File: config.mk
export PLATFORM = sky130hd
export DESIGN_NAME = wspp_sequencer
export DESIGN_NICKNAME = d
export VERILOG_FILES = /design/src/rtl/wspp_pkg.sv /design/src/rtl/wspp_sequencer.sv
export SDC_FILE = /design/constraint.sdc
export NUM_CORES = 1
export LEC_CHECK = 0
export ABC_AREA = 1
export BUFFER_PORTS_ARGS = -buffer_cell sky130_fd_sc_hd__buf_4
export CORE_AREA = 2 2 39 41
export CTS_CLUSTER_DIAMETER = 120
export DETAILED_ROUTE_END_ITERATION = 7
export DIE_AREA = 0 0 41 43
export PLACE_DENSITY = 0.56
export RECOVER_POWER = 25
export SLEW_MARGIN = 10
export SYNTH_ARGS = -nofsm -noshare
export SYNTH_HDL_FRONTEND = slang
export SYNTH_SLANG_ARGS = --single-unit
File: constraint.sdc
create_clock -name clk -period 1.5 [get_ports clk]
set_clock_uncertainty 0.05 [all_clocks]
set_input_delay 0 -clock clk [delete_from_list [all_inputs] [get_ports clk]]
set_output_delay 0 -clock clk [all_outputs]
set_load 0.1 [all_outputs]
File: src/rtl/wspp_pkg.sv
// ----------------------------------------------------------------------------
// wspp_pkg: shared types and constants of the wheel speed controller
// Field widths, register indexes and reset values, micro-operation codes,
// jump conditions, the control word layout and the step addresses.
// ----------------------------------------------------------------------------
package wspp_pkg;

  localparam int COUNT_WIDTH_DEF = 32;
  localparam int SUM_WIDTH_DEF   = 24;

  localparam int ENC_W      = 32;
  localparam int TARGET_W   = 16;
  localparam int SPEED_W    = 16;
  localparam int DUTY_W     = 16;
  localparam int ERR_W      = 17;
  localparam int DIFF_W     = 18;
  localparam int GAIN_W     = 24;
  localparam int LIMIT_W    = 15;
  localparam int FRAC_W     = 16;
  localparam int CFG_DATA_W = 24;
  localparam int CFG_IDX_W  = 3;
  localparam int STEP_W     = 4;

  localparam int SPEED_MAX = 32767;
  localparam int SPEED_MIN = -32768;
  localparam int DUTY_MAX  = 65535;

  typedef logic [CFG_IDX_W-1:0] cfg_idx_t;

  localparam cfg_idx_t CFG_GAIN_PROP    = 3'd0;
  localparam cfg_idx_t CFG_GAIN_INTEG   = 3'd1;
  localparam cfg_idx_t CFG_GAIN_DERIV   = 3'd2;
  localparam cfg_idx_t CFG_DRIVE_LIMIT  = 3'd3;
  localparam cfg_idx_t CFG_SPEED_SCALE  = 3'd4;
  localparam cfg_idx_t CFG_DUTY_RECIP   = 3'd5;
  localparam cfg_idx_t CFG_COUNT_INVERT = 3'd6;

  localparam logic [GAIN_W-1:0]  RST_GAIN_PROP   = 24'd235930;
  localparam logic [GAIN_W-1:0]  RST_GAIN_INTEG  = 24'd17039;
  localparam logic [GAIN_W-1:0]  RST_GAIN_DERIV  = 24'd66;
  localparam logic [LIMIT_W-1:0] RST_DRIVE_LIMIT = 15'd900;
  localparam logic [GAIN_W-1:0]  RST_SPEED_SCALE = 24'd103987;
  localparam logic [GAIN_W-1:0]  RST_DUTY_RECIP  = 24'd4772113;

  typedef struct packed {
    logic [GAIN_W-1:0]  gain_prop;
    logic [GAIN_W-1:0]  gain_integ;
    logic [GAIN_W-1:0]  gain_deriv;
    logic [LIMIT_W-1:0] drive_limit;
    logic [GAIN_W-1:0]  speed_scale;
    logic [GAIN_W-1:0]  duty_recip;
    logic               count_invert;
  } cfg_t;

  typedef enum logic [3:0] {
    OP_NOP,
    OP_DELTA,
    OP_SPEED_MUL,
    OP_ERROR,
    OP_MUL_P,
    OP_MUL_I,
    OP_MUL_D,
    OP_CLAMP,
    OP_MUL_DUTY,
    OP_OUT
  } uop_t;

  typedef enum logic [2:0] {
    COND_NEXT,
    COND_WAIT_IN,
    COND_SKIP_TZ,
    COND_WAIT_OUT,
    COND_JUMP
  } cond_t;

  typedef logic [STEP_W-1:0] step_t;

  localparam step_t STEP_DELTA = 4'd0;
  localparam step_t STEP_SPEED = 4'd1;
  localparam step_t STEP_ERROR = 4'd2;
  localparam step_t STEP_MUL_P = 4'd3;
  localparam step_t STEP_MUL_I = 4'd4;
  localparam step_t STEP_MUL_D = 4'd5;
  localparam step_t STEP_CLAMP = 4'd6;
  localparam step_t STEP_DUTY  = 4'd7;
  localparam step_t STEP_OUT   = 4'd8;

  typedef struct packed {
    uop_t  op;
    cond_t cond;
    step_t jump;
  } ucode_t;

  typedef struct packed {
    uop_t op;
    logic fire;
  } ctrl_t;

  typedef struct packed {
    logic target_zero;
    logic out_busy;
  } stat_t;

endpackage

File: src/rtl/wspp_sequencer.sv
// ----------------------------------------------------------------------------
// wspp_sequencer: step counter of the controller program
// Walks the control store, evaluates the jump condition of each word and
// tells the datapath which operation executes in this cycle.
// ----------------------------------------------------------------------------
module wspp_sequencer (
  input  logic             clk,
  input  logic             rst_n,
  input  logic             in_valid,
  input  wspp_pkg::stat_t  stat,
  input  wspp_pkg::ucode_t word,
  output wspp_pkg::step_t  step,
  output wspp_pkg::ctrl_t  ctrl,
  output logic             in_ready
);

  wspp_pkg::step_t step_r;
  wspp_pkg::step_t step_nxt;
  logic            fire;

  always_comb begin
    fire     = 1'b1;
    step_nxt = step_r + wspp_pkg::step_t'(1);
    case (word.cond)
      wspp_pkg::COND_NEXT: begin
        fire     = 1'b1;
        step_nxt = step_r + wspp_pkg::step_t'(1);
      end
      wspp_pkg::COND_WAIT_IN: begin
        fire     = in_valid;
        step_nxt = in_valid ? step_r + wspp_pkg::step_t'(1) : step_r;
      end
      wspp_pkg::COND_SKIP_TZ: begin
        fire     = 1'b1;
        step_nxt = stat.target_zero ? word.jump : step_r + wspp_pkg::step_t'(1);
      end
      wspp_pkg::COND_WAIT_OUT: begin
        fire     = !stat.out_busy;
        step_nxt = stat.out_busy ? step_r : word.jump;
      end
      wspp_pkg::COND_JUMP: begin
        fire     = 1'b1;
        step_nxt = word.jump;
      end
      default: begin
        fire     = 1'b0;
        step_nxt = wspp_pkg::STEP_DELTA;
      end
    endcase
  end

  always_ff @(posedge clk) begin
    if (!rst_n) begin
      step_r <= wspp_pkg::STEP_DELTA;
    end else begin
      step_r <= step_nxt;
    end
  end

  assign step      = step_r;
  assign ctrl.op   = word.op;
  assign ctrl.fire = fire;
  assign in_ready  = (word.cond == wspp_pkg::COND_WAIT_IN);

  a_step_range: assert property (@(posedge clk) disable iff (!rst_n)
    step_r <= wspp_pkg::STEP_OUT)
    else $error("step counter left the program");

  a_idle_hold: assert property (@(posedge clk) disable iff (!rst_n)
    (step_r == wspp_pkg::STEP_DELTA && !in_valid) |=> step_r == wspp_pkg::STEP_DELTA)
    else $error("program started without an input item");

  a_out_return: assert property (@(posedge clk) disable iff (!rst_n)
    (ctrl.fire && ctrl.op == wspp_pkg::OP_OUT) |=> step_r == wspp_pkg::STEP_DELTA)
    else $error("program did not return to the idle step");

endmodule

==> impl_metrics.tcl <==
set metrics [dict create \
    vias 392 \
    multiInputGateArea_um2 215 \
    synth-edff-count 0 \
    cp_data_arrival_time_ns 1.18 \
    total_power_mw 0.501 \
    start_util_pct 26.2 \
    path_cells "dlygate4sd3_1" \
    path_buf_inv 1 \
    final_cell_count_no_fill 92 \
    hold_violations 0 \
    slowest_stage "dlygate4sd3_1" \
    async_flop_share_pct 0 \
    syn2layout_area_growth_pct 50.0 \
    fin_crit_sh_pct 82.1 \
    drt-total-wl_um 932 \
    synth_cell_types 18 \
    ys_top_cells_by_count "17 x nand2_1, 6 x inv_1, 5 x buf_4, 5 x nand3_1, 4 x dfxtp_1" \
    cp_data_required_time_ns 1.45 \
    tns_ns 0 \
    clk_latency_ns 0.24 \
    drv_cap 0 \
    startpoint "word[10]" \
    syn_area_um2 363 \
    die_width_um 41 \
    rsz0062_at_grt "false" \
    synth_seq_cells 4 \
    setup_slack_ns 0.269 \
    ff_latch_area_um2 83.8 \
    worstSetupEndpointType "output pin" \
    grt_pass1_wl_mm 1.42 \
    clkTransAtPathRegs_ns 0.04 \
    setup_violations 0 \
    drcViolationCount 0 \
    max_slew_margin_pct 34.9 \
    cts_resized 0 \
    cts-root-buf "clkbuf_4" \
    grt_max_degree 7 \
    leakagePower_nw 0.279 \
    critical-path-top-delay-family "buffers and inverters" \
    synth.net_count 73 \
    viasPerCell 4.26 \
    place_ws_ns 0.430 \
    drv_slew 0 \
    cts-htree-levels 1 \
    max_freq_mhz 812 \
    synthMuxAreaShare_pct 0 \
    yosysSeqAreaShare_pct 22.1 \
    start_kind "primary input" \
    yosys_warnings 0 \
    slowest_delay_ns 1.18 \
    synth-xor-area-share_pct 2.41 \
    antenna_found_initial 0 \
    period_minus_slack_ns 1.23 \
    nFillCells 158 \
    portBuffers 17 \
    yosysMostFrequentCell "nand2_1" \
    antenna_left 0 \
    dieArea_um2 1760 \
    yosys-top-cells-area "dfxtp_1 22%, nand2_1 18%, buf_4 10%" \
    dp_cells 84 \
    drive_gt1_share_pct 40.8 \
    crit_fanout 1 \
    reg2reg_from "step[0]$_SDFFE_PN0P_" \
    ioPinCount 26 \
    min_from "in_valid" \
    gp_congestion 0.745 \
    synth_top_family_by_area "simple AND/OR/NAND/NOR gates" \
    cts_max_path_buffers 2 \
    synth_adder_area_share_pct 3.45 \
    avgRoutedWirePerCell_um 10.1 \
    synth-simple-area-share_pct 35.5 \
    die_h_um 43 \
    synth_compound_area_share_pct 17.9 \
    grt-ovfl-total 0 \
    worstMarginPinSlew_ns 0.973 \
    synth_top_flop_cell "dfxtp_1" \
    hold_class "in2reg" \
    outcome "finished, final reports clean" \
    powerDensity_nw_per_um2 920 \
    nets 95 \
    yosys.area.top_type "dfxtp_1" \
    avgSynthCellArea_um2 6.48 \
    clock_sink_count 4 \
    cts-buffers-inserted 3 \
    placeableCoreArea_um2 1380 \
    drt_pre_antenna_iters 4 \
    grt_pass1_vias 349 \
    fp-row-count 14 \
    largest_register_ffs 4 \
    drt-initial-drc-count 8 \
    synth_cells 56 \
    grt_use_total_pct 12.7 \
    ir_drop_uv 421 \
    setup.worst_path.class "in2out" \
    antenna_cells 0 \
    hpwlAfterDp_um 718 \
    cts_tree "built" \
    synth_top_area_share_pct 22.1 \
]
==> worst paths after layout <==
kind	slack [ns]	cells after the start	endpoint
max	0.27	1	ctrl[4]
min	0.07	4	step[2]$_SDFFE_PN0P_
max reg2reg	0.37	6	step[2]$_SDFFE_PN0P_
min reg2reg	0.44	2	step[3]$_SDFFE_PN0P_
==> layout make-up <==
cell class / instances / share of cell area [%]
tap: 16 / 3.68
timing repair buffer: 22 / 31.7
inverter: 8 / 5.52
sequential: 4 / 15.4
clock buffer: 3 / 4.14
multi-input combinational: 39 / 39.5
==> repair_timing <==
action                    in CTS  in global routing
hold endpoints to repair       5                  0
hold buffers                   5                  0
setup buffers                  0                  0
==> cells in the final DEF, fill, tap and decap left out <==
master / synthesis / layout
xor2_1: 1 / 1
dfxtp_2: 0 / 3
inv_1: 6 / 6
nand3_1: 5 / 5
dlygate4sd3_1: 0 / 5
nor2_1: 3 / 3
a21oi_2: 1 / 1
o21ai_2: 1 / 1
o21ai_1: 1 / 1
nand4_1: 1 / 1
buf_4: 5 / 15
nor2_2: 2 / 2
ha_1: 1 / 1
o21bai_1: 1 / 1
a21oi_1: 3 / 3
o22ai_4: 1 / 1
inv_2: 2 / 2
nand2_1: 17 / 17
clkbuf_2: 0 / 2
clkbuf_4: 0 / 3
dfxtp_1: 4 / 1
nand3_2: 1 / 1
==> per-stage QoR <==
stage | utilization (%) | hold slack, ns | area [um^2]
floorplan | - | 0.116 | 368
global placement | 34.5 | -0.0493 | 478
detailed placement | 34.5 | -0.0493 | 478
CTS | 39.8 | 0.0607 | 551
global route | 39.3 | 0.0872 | 544
finish | 39.3 | 0.0653 | 544
==> cells by family after synthesis <==
family                     Yosys count
buffers and inverters               13
and+or+nand+nor                     29
DFF                                  4
AOI/OAI and AO/OA                    8
xor gates and xnor gates             1
adders and majority gates            1
==> per-layer routing <==
layer | routed length, um | vias to the layer above | track usage [%]
met5 | 0 | - | 0
met4 | 33 | 0 | 12.0
met3 | 111 | 4 | 3.14
met2 | 381 | 24 | 17.2
met1 | 405 | 150 | 15.3
li1 | - | 214 | -
==> worst reg2reg max path: cells and delay by family, from the launching register on <==
kind	cells	cell delay, ns
AOI/OAI and AO/OA	1	0.11
xor gates and xnor gates	1	0.15
adders and majority gates	1	0.18
DFF	1	0.38
and+or+nand+nor	3	0.19
==> where the power goes <==
group | internal, mW | leakage [nW] | switching, mW
clock | 0.0901 | 0.0138 | 0.0525
combinational | 0.0611 | 0.231 | 0.172
sequential | 0.116 | 0.0341 | 0.00891
No activity file was read; power rests on OpenSTA's default activity.
