[config.mk]
export PLATFORM = sky130hd
export DESIGN_NAME = wspp_ucode_rom
export DESIGN_NICKNAME = d
export VERILOG_FILES = /design/src/rtl/wspp_pkg.sv /design/src/rtl/wspp_ucode_rom.sv
export SDC_FILE = /design/constraint.sdc
export NUM_CORES = 1
export LEC_CHECK = 0
export ABC_CLOCK_PERIOD_IN_PS = 2800
export BUFFER_PORTS_ARGS = -buffer_cell sky130_fd_sc_hd__buf_4
export CAP_MARGIN = 5
export CORE_AREA = 3 3 40 42
export DETAILED_ROUTE_END_ITERATION = 16
export DIE_AREA = 0 0 43 45
export PLACE_DENSITY = 0.39
export SYNTH_ARGS = -nofsm -noshare
export SYNTH_HDL_FRONTEND = slang
export SYNTH_SLANG_ARGS = --single-unit
[constraint.sdc]
create_clock -name vclk -period 2.8
set_clock_uncertainty 0.05 [all_clocks]
set_input_delay 0.56 -clock vclk [all_inputs]
set_output_delay 0.56 -clock vclk [all_outputs]
set_load 0.1 [all_outputs]
[src/rtl/wspp_pkg.sv]
// ----------------------------------------------------------------------------
// wspp_pkg: shared types and constants of the wheel speed controller
// Field widths, register indexes and reset values, micro-operation codes,
// jump conditions, the control word layout and the step addresses.
// ----------------------------------------------------------------------------
package wspp_pkg;

  localparam int COUNT_WIDTH_DEF = 32;
  localparam int SUM_WIDTH_DEF   = 24;

  localparam int ENC_W      = 32;
  localparam int TARGET_W   = 16;
  localparam int SPEED_W    = 16;
  localparam int DUTY_W     = 16;
  localparam int ERR_W      = 17;
  localparam int DIFF_W     = 18;
  localparam int GAIN_W     = 24;
  localparam int LIMIT_W    = 15;
  localparam int FRAC_W     = 16;
  localparam int CFG_DATA_W = 24;
  localparam int CFG_IDX_W  = 3;
  localparam int STEP_W     = 4;

  localparam int SPEED_MAX = 32767;
  localparam int SPEED_MIN = -32768;
  localparam int DUTY_MAX  = 65535;

  typedef logic [CFG_IDX_W-1:0] cfg_idx_t;

  localparam cfg_idx_t CFG_GAIN_PROP    = 3'd0;
  localparam cfg_idx_t CFG_GAIN_INTEG   = 3'd1;
  localparam cfg_idx_t CFG_GAIN_DERIV   = 3'd2;
  localparam cfg_idx_t CFG_DRIVE_LIMIT  = 3'd3;
  localparam cfg_idx_t CFG_SPEED_SCALE  = 3'd4;
  localparam cfg_idx_t CFG_DUTY_RECIP   = 3'd5;
  localparam cfg_idx_t CFG_COUNT_INVERT = 3'd6;

  localparam logic [GAIN_W-1:0]  RST_GAIN_PROP   = 24'd235930;
  localparam logic [GAIN_W-1:0]  RST_GAIN_INTEG  = 24'd17039;
  localparam logic [GAIN_W-1:0]  RST_GAIN_DERIV  = 24'd66;
  localparam logic [LIMIT_W-1:0] RST_DRIVE_LIMIT = 15'd900;
  localparam logic [GAIN_W-1:0]  RST_SPEED_SCALE = 24'd103987;
  localparam logic [GAIN_W-1:0]  RST_DUTY_RECIP  = 24'd4772113;

  typedef struct packed {
    logic [GAIN_W-1:0]  gain_prop;
    logic [GAIN_W-1:0]  gain_integ;
    logic [GAIN_W-1:0]  gain_deriv;
    logic [LIMIT_W-1:0] drive_limit;
    logic [GAIN_W-1:0]  speed_scale;
    logic [GAIN_W-1:0]  duty_recip;
    logic               count_invert;
  } cfg_t;

  typedef enum logic [3:0] {
    OP_NOP,
    OP_DELTA,
    OP_SPEED_MUL,
    OP_ERROR,
    OP_MUL_P,
    OP_MUL_I,
    OP_MUL_D,
    OP_CLAMP,
    OP_MUL_DUTY,
    OP_OUT
  } uop_t;

  typedef enum logic [2:0] {
    COND_NEXT,
    COND_WAIT_IN,
    COND_SKIP_TZ,
    COND_WAIT_OUT,
    COND_JUMP
  } cond_t;

  typedef logic [STEP_W-1:0] step_t;

  localparam step_t STEP_DELTA = 4'd0;
  localparam step_t STEP_SPEED = 4'd1;
  localparam step_t STEP_ERROR = 4'd2;
  localparam step_t STEP_MUL_P = 4'd3;
  localparam step_t STEP_MUL_I = 4'd4;
  localparam step_t STEP_MUL_D = 4'd5;
  localparam step_t STEP_CLAMP = 4'd6;
  localparam step_t STEP_DUTY  = 4'd7;
  localparam step_t STEP_OUT   = 4'd8;

  typedef struct packed {
    uop_t  op;
    cond_t cond;
    step_t jump;
  } ucode_t;

  typedef struct packed {
    uop_t op;
    logic fire;
  } ctrl_t;

  typedef struct packed {
    logic target_zero;
    logic out_busy;
  } stat_t;

endpackage

[src/rtl/wspp_ucode_rom.sv]
// ----------------------------------------------------------------------------
// wspp_ucode_rom: control store of the controller program
// One control word per step: the datapath operation, the jump condition
// and the jump address.
// ----------------------------------------------------------------------------
module wspp_ucode_rom (
  input  wspp_pkg::step_t  step,
  output wspp_pkg::ucode_t word
);

  always_comb begin
    case (step)
      wspp_pkg::STEP_DELTA: begin
        word = '{wspp_pkg::OP_DELTA, wspp_pkg::COND_WAIT_IN, wspp_pkg::STEP_DELTA};
      end
      wspp_pkg::STEP_SPEED: begin
        word = '{wspp_pkg::OP_SPEED_MUL, wspp_pkg::COND_NEXT, wspp_pkg::STEP_DELTA};
      end
      wspp_pkg::STEP_ERROR: begin
        word = '{wspp_pkg::OP_ERROR, wspp_pkg::COND_NEXT, wspp_pkg::STEP_DELTA};
      end
      wspp_pkg::STEP_MUL_P: begin
        word = '{wspp_pkg::OP_MUL_P, wspp_pkg::COND_SKIP_TZ, wspp_pkg::STEP_CLAMP};
      end
      wspp_pkg::STEP_MUL_I: begin
        word = '{wspp_pkg::OP_MUL_I, wspp_pkg::COND_NEXT, wspp_pkg::STEP_DELTA};
      end
      wspp_pkg::STEP_MUL_D: begin
        word = '{wspp_pkg::OP_MUL_D, wspp_pkg::COND_NEXT, wspp_pkg::STEP_DELTA};
      end
      wspp_pkg::STEP_CLAMP: begin
        word = '{wspp_pkg::OP_CLAMP, wspp_pkg::COND_NEXT, wspp_pkg::STEP_DELTA};
      end
      wspp_pkg::STEP_DUTY: begin
        word = '{wspp_pkg::OP_MUL_DUTY, wspp_pkg::COND_NEXT, wspp_pkg::STEP_DELTA};
      end
      wspp_pkg::STEP_OUT: begin
        word = '{wspp_pkg::OP_OUT, wspp_pkg::COND_WAIT_OUT, wspp_pkg::STEP_DELTA};
      end
      default: begin
        word = '{wspp_pkg::OP_NOP, wspp_pkg::COND_JUMP, wspp_pkg::STEP_DELTA};
      end
    endcase
  end

endmodule

==> flow_summary_export.csv, run 1 <==
group,metric,value,unit
setup_path,critPathKind,"input pin to output port",
power_and_ir_drop,pwr-share-seq,0,
min_path,min_from,"step[3]",
cells_and_area,clock_buffers,0,
cells_and_area,seq_cell_count,0,
power_and_ir_drop,ir_drop,0.1508,mV
floorplanning,die_height,45,microns
cells_and_area,antenna_cells,0,
setup_path,startpoint_type,"input pin",
sta,finalSetupViolations,0,
placed_design,hpwl,359.5,microns
cells_and_area,area_delta_synth_final,72.59,%
grt,grt-ovfl-total,0,
synth,yosysWarnings,0,
grt,grt_start_max_net_pins,9,
cts,cts_resized,0,
grt,gr-usage-met1,0.06667,
synth,syn_area,168.9,sq um
synth,avgSynthCellArea,7.038,sq um
power_and_ir_drop,p_per_area,338.5,nW/um^2
sta,timing.fmax,461.9,MHz
min_path,hold_path_depth,3,
synth,seq_area_frac_synth,0,
power_and_ir_drop,power,98.67,uW
cts,postCtsSetupRepairBufs,0,
detailed_routing,drt_iter0_markers,1,
setup_path,critPathRequiredTime,2190,ps
sta,fin_tns_setup,0,ps
power_and_ir_drop,p_switching,78.51,uW
floorplanning,core_area,1285,sq um
sta,drv_slew,0,
detailed_routing,drc,0,
sta,period_share,0.7732,
run_status,status,"complete, no violations",
cells_and_area,final_nets,45,
grt,grt_pass1_vias,149,
placed_design,io_buffers,13,
setup_path,cp_max_fo,4,
floorplanning,ioPinCount,15,
grt,antenna_found_initial,0,
cts,cts_hold_buf,0,
power_and_ir_drop,power_leakage,0.0001528,uW
detailed_routing,routed_wl,414,microns
detailed_routing,viasPerCell,3.540,
sta,rsz0062_at_grt,"false",
grt,met2_usage,0.05988,
setup_path,crit_path_end_kind,"output port",
grt,grtUsageTotal,0.04063,
synth,netlist_instances,24,
job,maxCapViolations,0,
synth,synth_cell_type_count,15,
cells_and_area,layout-drive-gt1-share,0.5429,
power_and_ir_drop,switching_share,0.7956,
sta,min_period,2165,ps
power_and_ir_drop,combPwrFrac,1.000,
power_and_ir_drop,internal-power,20.16,uW
floorplanning,start_util,0.1315,
cells_and_area,regArea,0,sq um
grt,top_usage_layer,"met1",
min_path,worstHoldEndpoint,"word[9]",
setup_path,crit_start,"step[0]",
detailed_routing,wl_per_cell,8.280,microns
grt,grt_pass1_wl,662,microns
floorplanning,die_width,43,microns
power_and_ir_drop,clkPwrFrac,0,
grt,met3_usage,0.003984,
sta,final-hold-violation-count,0,
detailed_routing,ant_nets,0,
floorplanning,row_count,13,
floorplanning,dieArea,1935,sq um
placed_design,place.gp.congestion,0.6386,
detailed_routing,vias,177,
detailed_routing,firstDrtPassIters,4,
min_path,hp-class,"input pin to output port",
setup_path,cp.arrival,1550,ps
-- Yosys cell counts --
cell	number	area, sq um
and2b_1	1	7.510
nor2b_2	1	8.760
a21oi_1	1	5.000
nor2b_1	2	12.51
inv_1	3	11.26
ha_1	4	50.05
nand2b_1	1	6.260
o31a_1	1	8.760
a211oi_1	1	7.510
nor2_1	2	7.510
o2bb2ai_1	1	8.760
buf_4	3	22.52
conb_1	1	3.750
nand2_1	1	3.750
o21ai_0	1	5.000
-- worst max-delay path, stage by stage --
cell and delay (ps):
buf_4 130, inv_1 70, ha_1 190, nor2b_4 200, o2bb2ai_2 110, buf_4 300
-- routing by layer --
layer  share of wire  wire, microns
met1            0.54            222
met2            0.34            139
met3            0.13             52
met4               0              0
met5               0              0
-- how the worst max path moves through the flow --
| stage | endpoint |
|---|---|
| floorplan | word[2] |
| global placement | word[10] |
| detailed placement | word[10] |
| CTS | word[10] |
| global route | word[10] |
| finish | word[10] |
-- power groups by stage --
stage | Clock (uW) | Combinational, uW | Sequential (uW)
2_1_floorplan | 0 | 80.3 | 0
3_3_place_gp | 0 | 98.5 | 0
3_5_place_dp | 0 | 99.3 | 0
4_1_cts | 0 | 99.5 | 0
5_1_grt | 0 | 103 | 0
6_report | 0 | 98.7 | 0
-- cells in the final DEF (no fill, tap or decap), types with 2 or more instances in the layout --
master  instances
buf_4          13
conb_1          2
ha_1            4
inv_1           3
-- metrics by stage --
step | util | hold WS, ps | setup slack [ps] | instance area (sq um) | std cells
global route | 0.2269 | 1494 | 538.3 | 291.5 | 50
CTS | 0.2269 | 1485 | 626.6 | 291.5 | 50
detailed placement | 0.2269 | 1480 | 629.5 | 291.5 | 50
floorplan | - | 1178 | 109.1 | 197.7 | 25
finish | 0.2269 | 1476 | 635.0 | 291.5 | 50
global placement | 0.2269 | 1478 | 652.8 | 291.5 | 50
-- area by class of cell --
type / instances / area (sq um)
tap: 15 / 18.77
inverter: 3 / 11.26
multi-input combinational: 19 / 163.9
timing repair buffer: 13 / 97.59
fill: 145 / 993.5
-- cells by family (layout without fill, tap and decap cells) --
kind of cell | after synthesis | in the layout | synth area share
fa+ha+maj | 4 | 4 | 0.2963
compound gates | 5 | 5 | 0.2074
other cells | 1 | 2 | 0.02220
buf+inv | 6 | 16 | 0.2000
simple gates | 8 | 8 | 0.2741
Note: power is estimated with default switching activity, not from simulation.
==> run 2: changes to the inputs <==
--- a/config.mk
+++ b/config.mk
@@ -5,7 +5,7 @@
 export SDC_FILE = /design/constraint.sdc
 export NUM_CORES = 1
 export LEC_CHECK = 0
-export ABC_CLOCK_PERIOD_IN_PS = 2800
+export ABC_CLOCK_PERIOD_IN_PS = 2100
 export BUFFER_PORTS_ARGS = -buffer_cell sky130_fd_sc_hd__buf_4
 export CAP_MARGIN = 5
 export CORE_AREA = 3 3 40 42
==> constraint.sdc (replaced) <==
create_clock -name vclk -period 2.1
set_clock_uncertainty 0.05 [all_clocks]
set_input_delay 0.42 -clock vclk [all_inputs]
set_output_delay 0.42 -clock vclk [all_outputs]
set_load 0.1 [all_outputs]
==> run 2 against run 1 <==
Compared with the run above: non-clock buffer count unchanged; routed wire length down 1.4%; critical endpoint unchanged; critical path type unchanged; sequential cell count unchanged; critical path depth unchanged; highest routed layer unchanged; power up 38%; utilization up 2.3 points; cell count unchanged; global-route usage up 0.17 points.
==> flow_summary_export.csv, run 2 (synthesized netlist as in run 1, its figures left out) <==
group,metric,value,unit
job,maxCapViolations,0,
placed_design,place_area,321.6,sq um
power_and_ir_drop,power_leakage,0.0001613,uW
detailed_routing,vias,183,
power_and_ir_drop,clkPwrFrac,0,
sta,min_period,1921,ps
power_and_ir_drop,combPwrFrac,1.000,
cells_and_area,final_common_cell,"buf_4",
power_and_ir_drop,switching_share,0.7856,
placed_design,place.gp.congestion,0.5865,
setup_path,crit_start,"step[0]",
cells_and_area,seq_cell_count,0,
cells_and_area,regArea,0,sq um
setup_path,cp_max_fo,4,
setup_path,critPathKind,"input pin to output port",
floorplanning,dieArea,1935,sq um
setup_path,critPathRequiredTime,1630,ps
cells_and_area,fillers,144,
sta,drv_slew,0,
sta,period_share,0.9147,
min_path,worstHoldEndpoint,"word[9]",
cells_and_area,area_delta_synth_final,90.37,%
sta,fin_tns_setup,0,ps
grt,grt-ovfl-total,0,
power_and_ir_drop,ir_drop,0.1303,mV
floorplanning,die_height,45,microns
cells_and_area,layout-drive-gt1-share,0.5429,
run_status,status,"complete, no violations",
grt,grt_pass1_vias,157,
detailed_routing,routed_wl,408,microns
setup_path,cp.arrival,1450,ps
setup_path,path_cells,"buf_4 -> inv_1 -> ha_1 -> nor2b_4 -> o2bb2ai_4 -> buf_4",
power_and_ir_drop,internal-power,29.28,uW
placed_design,io_buffers,13,
min_path,min_from,"step[3]",
detailed_routing,drt_iter0_markers,0,
detailed_routing,firstDrtPassIters,1,
floorplanning,row_count,13,
floorplanning,die_width,43,microns
cells_and_area,antenna_cells,0,
sta,final-hold-violation-count,0,
min_path,hp-class,"input pin to output port",
cells_and_area,layout_common_cells,"buf_4, ha_1, inv_1",
setup_path,max_stage_delay,300,ps
grt,grt_start_max_net_pins,9,
cts,cts_resized,0,
min_path,hold_path_depth,3,
power_and_ir_drop,p_switching,107.3,uW
setup_path,cp_common_cell,"buf_4",
floorplanning,ioPinCount,15,
cells_and_area,final_nets,45,
floorplanning,start_util,0.1315,
detailed_routing,wl_per_cell,8.160,microns
power_and_ir_drop,power,136.6,uW
sta,finalSetupViolations,0,
detailed_routing,ant_nets,0,
sta,rsz0062_at_grt,"false",
cts,cts_hold_buf,0,
cells_and_area,fin_area,321.6,sq um
cells_and_area,clock_buffers,0,
power_and_ir_drop,p_per_area,424.7,nW/um^2
cts,postCtsSetupRepairBufs,0,
detailed_routing,viasPerCell,3.660,
setup_path,path_buf_inv,3,
setup_path,startpoint_type,"input pin",
placed_design,hpwl,378.5,microns
setup_path,crit_path_end_kind,"output port",
sta,hold_slack,1209,ps
grt,antenna_found_initial,0,
cells_and_area,post-route-util,0.2502,
setup_path,critical-path-slowest-cell,"buf_4",
sta,timing.fmax,520.6,MHz
power_and_ir_drop,pwr-share-seq,0,
setup_path,path_delay_family,"buffers and inverters",
grt,grt_pass1_wl,676,microns
grt,grtUsageTotal,0.04229,
floorplanning,core_area,1285,sq um
detailed_routing,drc,0,
==> run 2: area by class of cell <==
| cell class | count | area, sq um | share of cell area |
|---|---|---|---|
| inverter | 3 | 11.26 | 0.03502 |
| multi-input combinational | 19 | 193.9 | 0.6031 |
| tap | 15 | 18.77 | 0.05837 |
| timing repair buffer | 13 | 97.59 | 0.3035 |
==> run 2: how the worst max path moves through the flow <==
stage | end | slack [ps] | depth (start not counted)
6_report | word[10] | 180 | 6
5_1_grt | word[10] | 110 | 6
4_1_cts | word[10] | 170 | 6
3_5_place_dp | word[10] | 170 | 6
3_3_place_gp | word[10] | 180 | 6
2_1_floorplan | word[9] | -250 | 2
==> run 2: metrics by stage <==
stage | setup slack [ps] | instances
final | 179.1 | 50
after CTS | 167.9 | 50
after floorplan | -250.9 | 25
after global routing | 105.9 | 50
after detailed placement | 171.1 | 50
after global placement | 176.5 | 50
==> run 2: worst min-delay path, stage by stage <==
cell and delay (ps):
buf_4 140, a211oi_2 50, buf_4 230
==> run 2: power by group through the flow <==
stage	Clock [uW]	Combinational, uW	Sequential, uW
final	0	137	0
after CTS	0	138	0
after global placement	0	137	0
after floorplan	0	112	0
after detailed placement	0	138	0
after global routing	0	142	0
==> run 2: routing by layer <==
layer / share of wire / global-route usage
met5: 0 / 0
met1: 0.31 / 0.04286
met4: 0 / 0
met3: 0.047 / 0
met2: 0.64 / 0.09880
==> run 3: changes to the inputs <==
==> constraint.sdc (replaced) <==
create_clock -name vclk -period 2.1
set_clock_uncertainty 0.05 [all_clocks]
set_input_delay 0.525 -clock vclk [all_inputs]
set_output_delay 0.525 -clock vclk [all_outputs]
set_load 0.1 [all_outputs]
==> run 3 against run 2 <==
Compared with the run above: cell count is 2.0% higher; sequential share of layout area stayed put; fmax is 7.1% lower; first-iteration DRC count stayed put; power is 13% higher; combinational power is 12% higher; sequential cell count stayed put; hold slack better by 230 ps; routed wire length is 19% higher; critical path type unchanged.
==> flow_summary_export.csv, run 3 (synthesized netlist as in run 1, its figures left out) <==
group,metric,value,unit
cells_and_area,multi_input_area,235.2,sq um
min_path,hp-class,"input pin to output port",
power_and_ir_drop,ir_drop,0.1791,mV
power_and_ir_drop,power_leakage,0.0001763,uW
grt,grt_start_max_net_pins,9,
detailed_routing,drt_iter0_markers,0,
floorplanning,row_count,13,
cells_and_area,layout-drive-gt1-share,0.7222,
setup_path,cp_max_fo,4,
min_path,min_from,"step[3]",
setup_path,critPathKind,"input pin to output port",
sta,fin_tns_setup,0,ps
grt,grtUsageTotal,0.04564,
cells_and_area,final_nets,46,
cells_and_area,fillers,138,
detailed_routing,drc,0,
detailed_routing,ant_nets,0,
cells_and_area,final_common_cell,"buf_4",
detailed_routing,viasPerCell,3.784,
setup_path,crit_end,"word[10]",
detailed_routing,firstDrtPassIters,1,
grt,antenna_found_initial,0,
placed_design,io_buffers,13,
sta,final-hold-violation-count,0,
floorplanning,die_height,45,microns
sta,period_share,0.9843,
floorplanning,start_util,0.1315,
setup_path,cp.arrival,1490,ps
sta,timing.fmax,483.8,MHz
sta,finalSetupViolations,0,
floorplanning,core_area,1285,sq um
detailed_routing,routed_wl,484,microns
cells_and_area,regArea,0,sq um
placed_design,place_ws,22.04,ps
job,maxCapViolations,0,
floorplanning,ioPinCount,15,
setup_path,crit_start,"step[1]",
cells_and_area,area_delta_synth_final,133.3,%
detailed_routing,vias,193,
placed_design,place.gp.congestion,0.5899,
sta,worst_slack,32.88,ps
grt,grt_pass1_vias,177,
run_status,status,"complete, no violations",
power_and_ir_drop,p_per_area,391.1,nW/um^2
cells_and_area,clock_buffers,0,
detailed_routing,wl_per_cell,9.490,microns
cells_and_area,seq_cell_count,0,
grt,grt-ovfl-total,0,
floorplanning,dieArea,1935,sq um
sta,drv_slew,0,
cells_and_area,antenna_cells,0,
cells_and_area,layout_common_cells,"buf_4, nor2b_4, ha_4, ha_1, conb_1",
setup_path,critPathRequiredTime,1520,ps
setup_path,startpoint_type,"input pin",
floorplanning,die_width,43,microns
grt,grt_pass1_wl,724,microns
placed_design,hpwl,407,microns
setup_path,crit_path_end_kind,"output port",
sta,min_period,2067,ps
run 3: final cells by class:
cell class         count  area share
inverters              3     0.07937
repair buffers        14      0.2762
well taps             15     0.04762
multi-input cells     19      0.5968
run 3: worst min-delay path by stage:
stage,to,slack [ps],cells after the start
final,word[9],1440,3
after global routing,word[9],1450,3
after CTS,word[9],1440,3
after detailed placement,word[9],1440,3
after global placement,word[9],1440,3
after floorplan,word[5],1090,1
run 3: through the flow:
step           std cells  hold slack [ps]  area, sq um  power (uW)    util
6_report              51             1436        394.1       154.1  0.3067
5_1_grt               51             1455        394.1       160.3  0.3067
4_1_cts               51             1441        390.4       153.7  0.3038
3_5_place_dp          51             1441        390.4       153.4  0.3038
3_3_place_gp          51             1437        390.4       152.3  0.3038
2_1_floorplan         25             1094        301.5       122.1       -
run 3: where the power goes:
group / leakage, uW / internal [uW] / switching [uW]
sequential: 0 / 0 / 0
combinational: 0.000176 / 38.2 / 116
clock: 0 / 0 / 0
run 3: timing repair:
action,CTS,global route
hold buffers,0,0
endpoints found under the setup margin,0,1
resized for setup,0,1
hold endpoints to repair,0,0
buffers inserted,0,0
run 3: routing by layer:
layer	global-route usage	share of wire	wire length [microns]	vias to the layer above
met5	0	0	0	-
met3	0	0.12	57	0
met4	0	0	0	0
li1	-	-	-	97
met1	0.06205	0.41	197	87
met2	0.08683	0.47	229	9
run 3: worst max-delay path, cell delays in order:
cell       delay, ps
buf_4            160
inv_12            50
ha_4             130
nor2b_4          210
o2bb2ai_4        120
buf_4            290
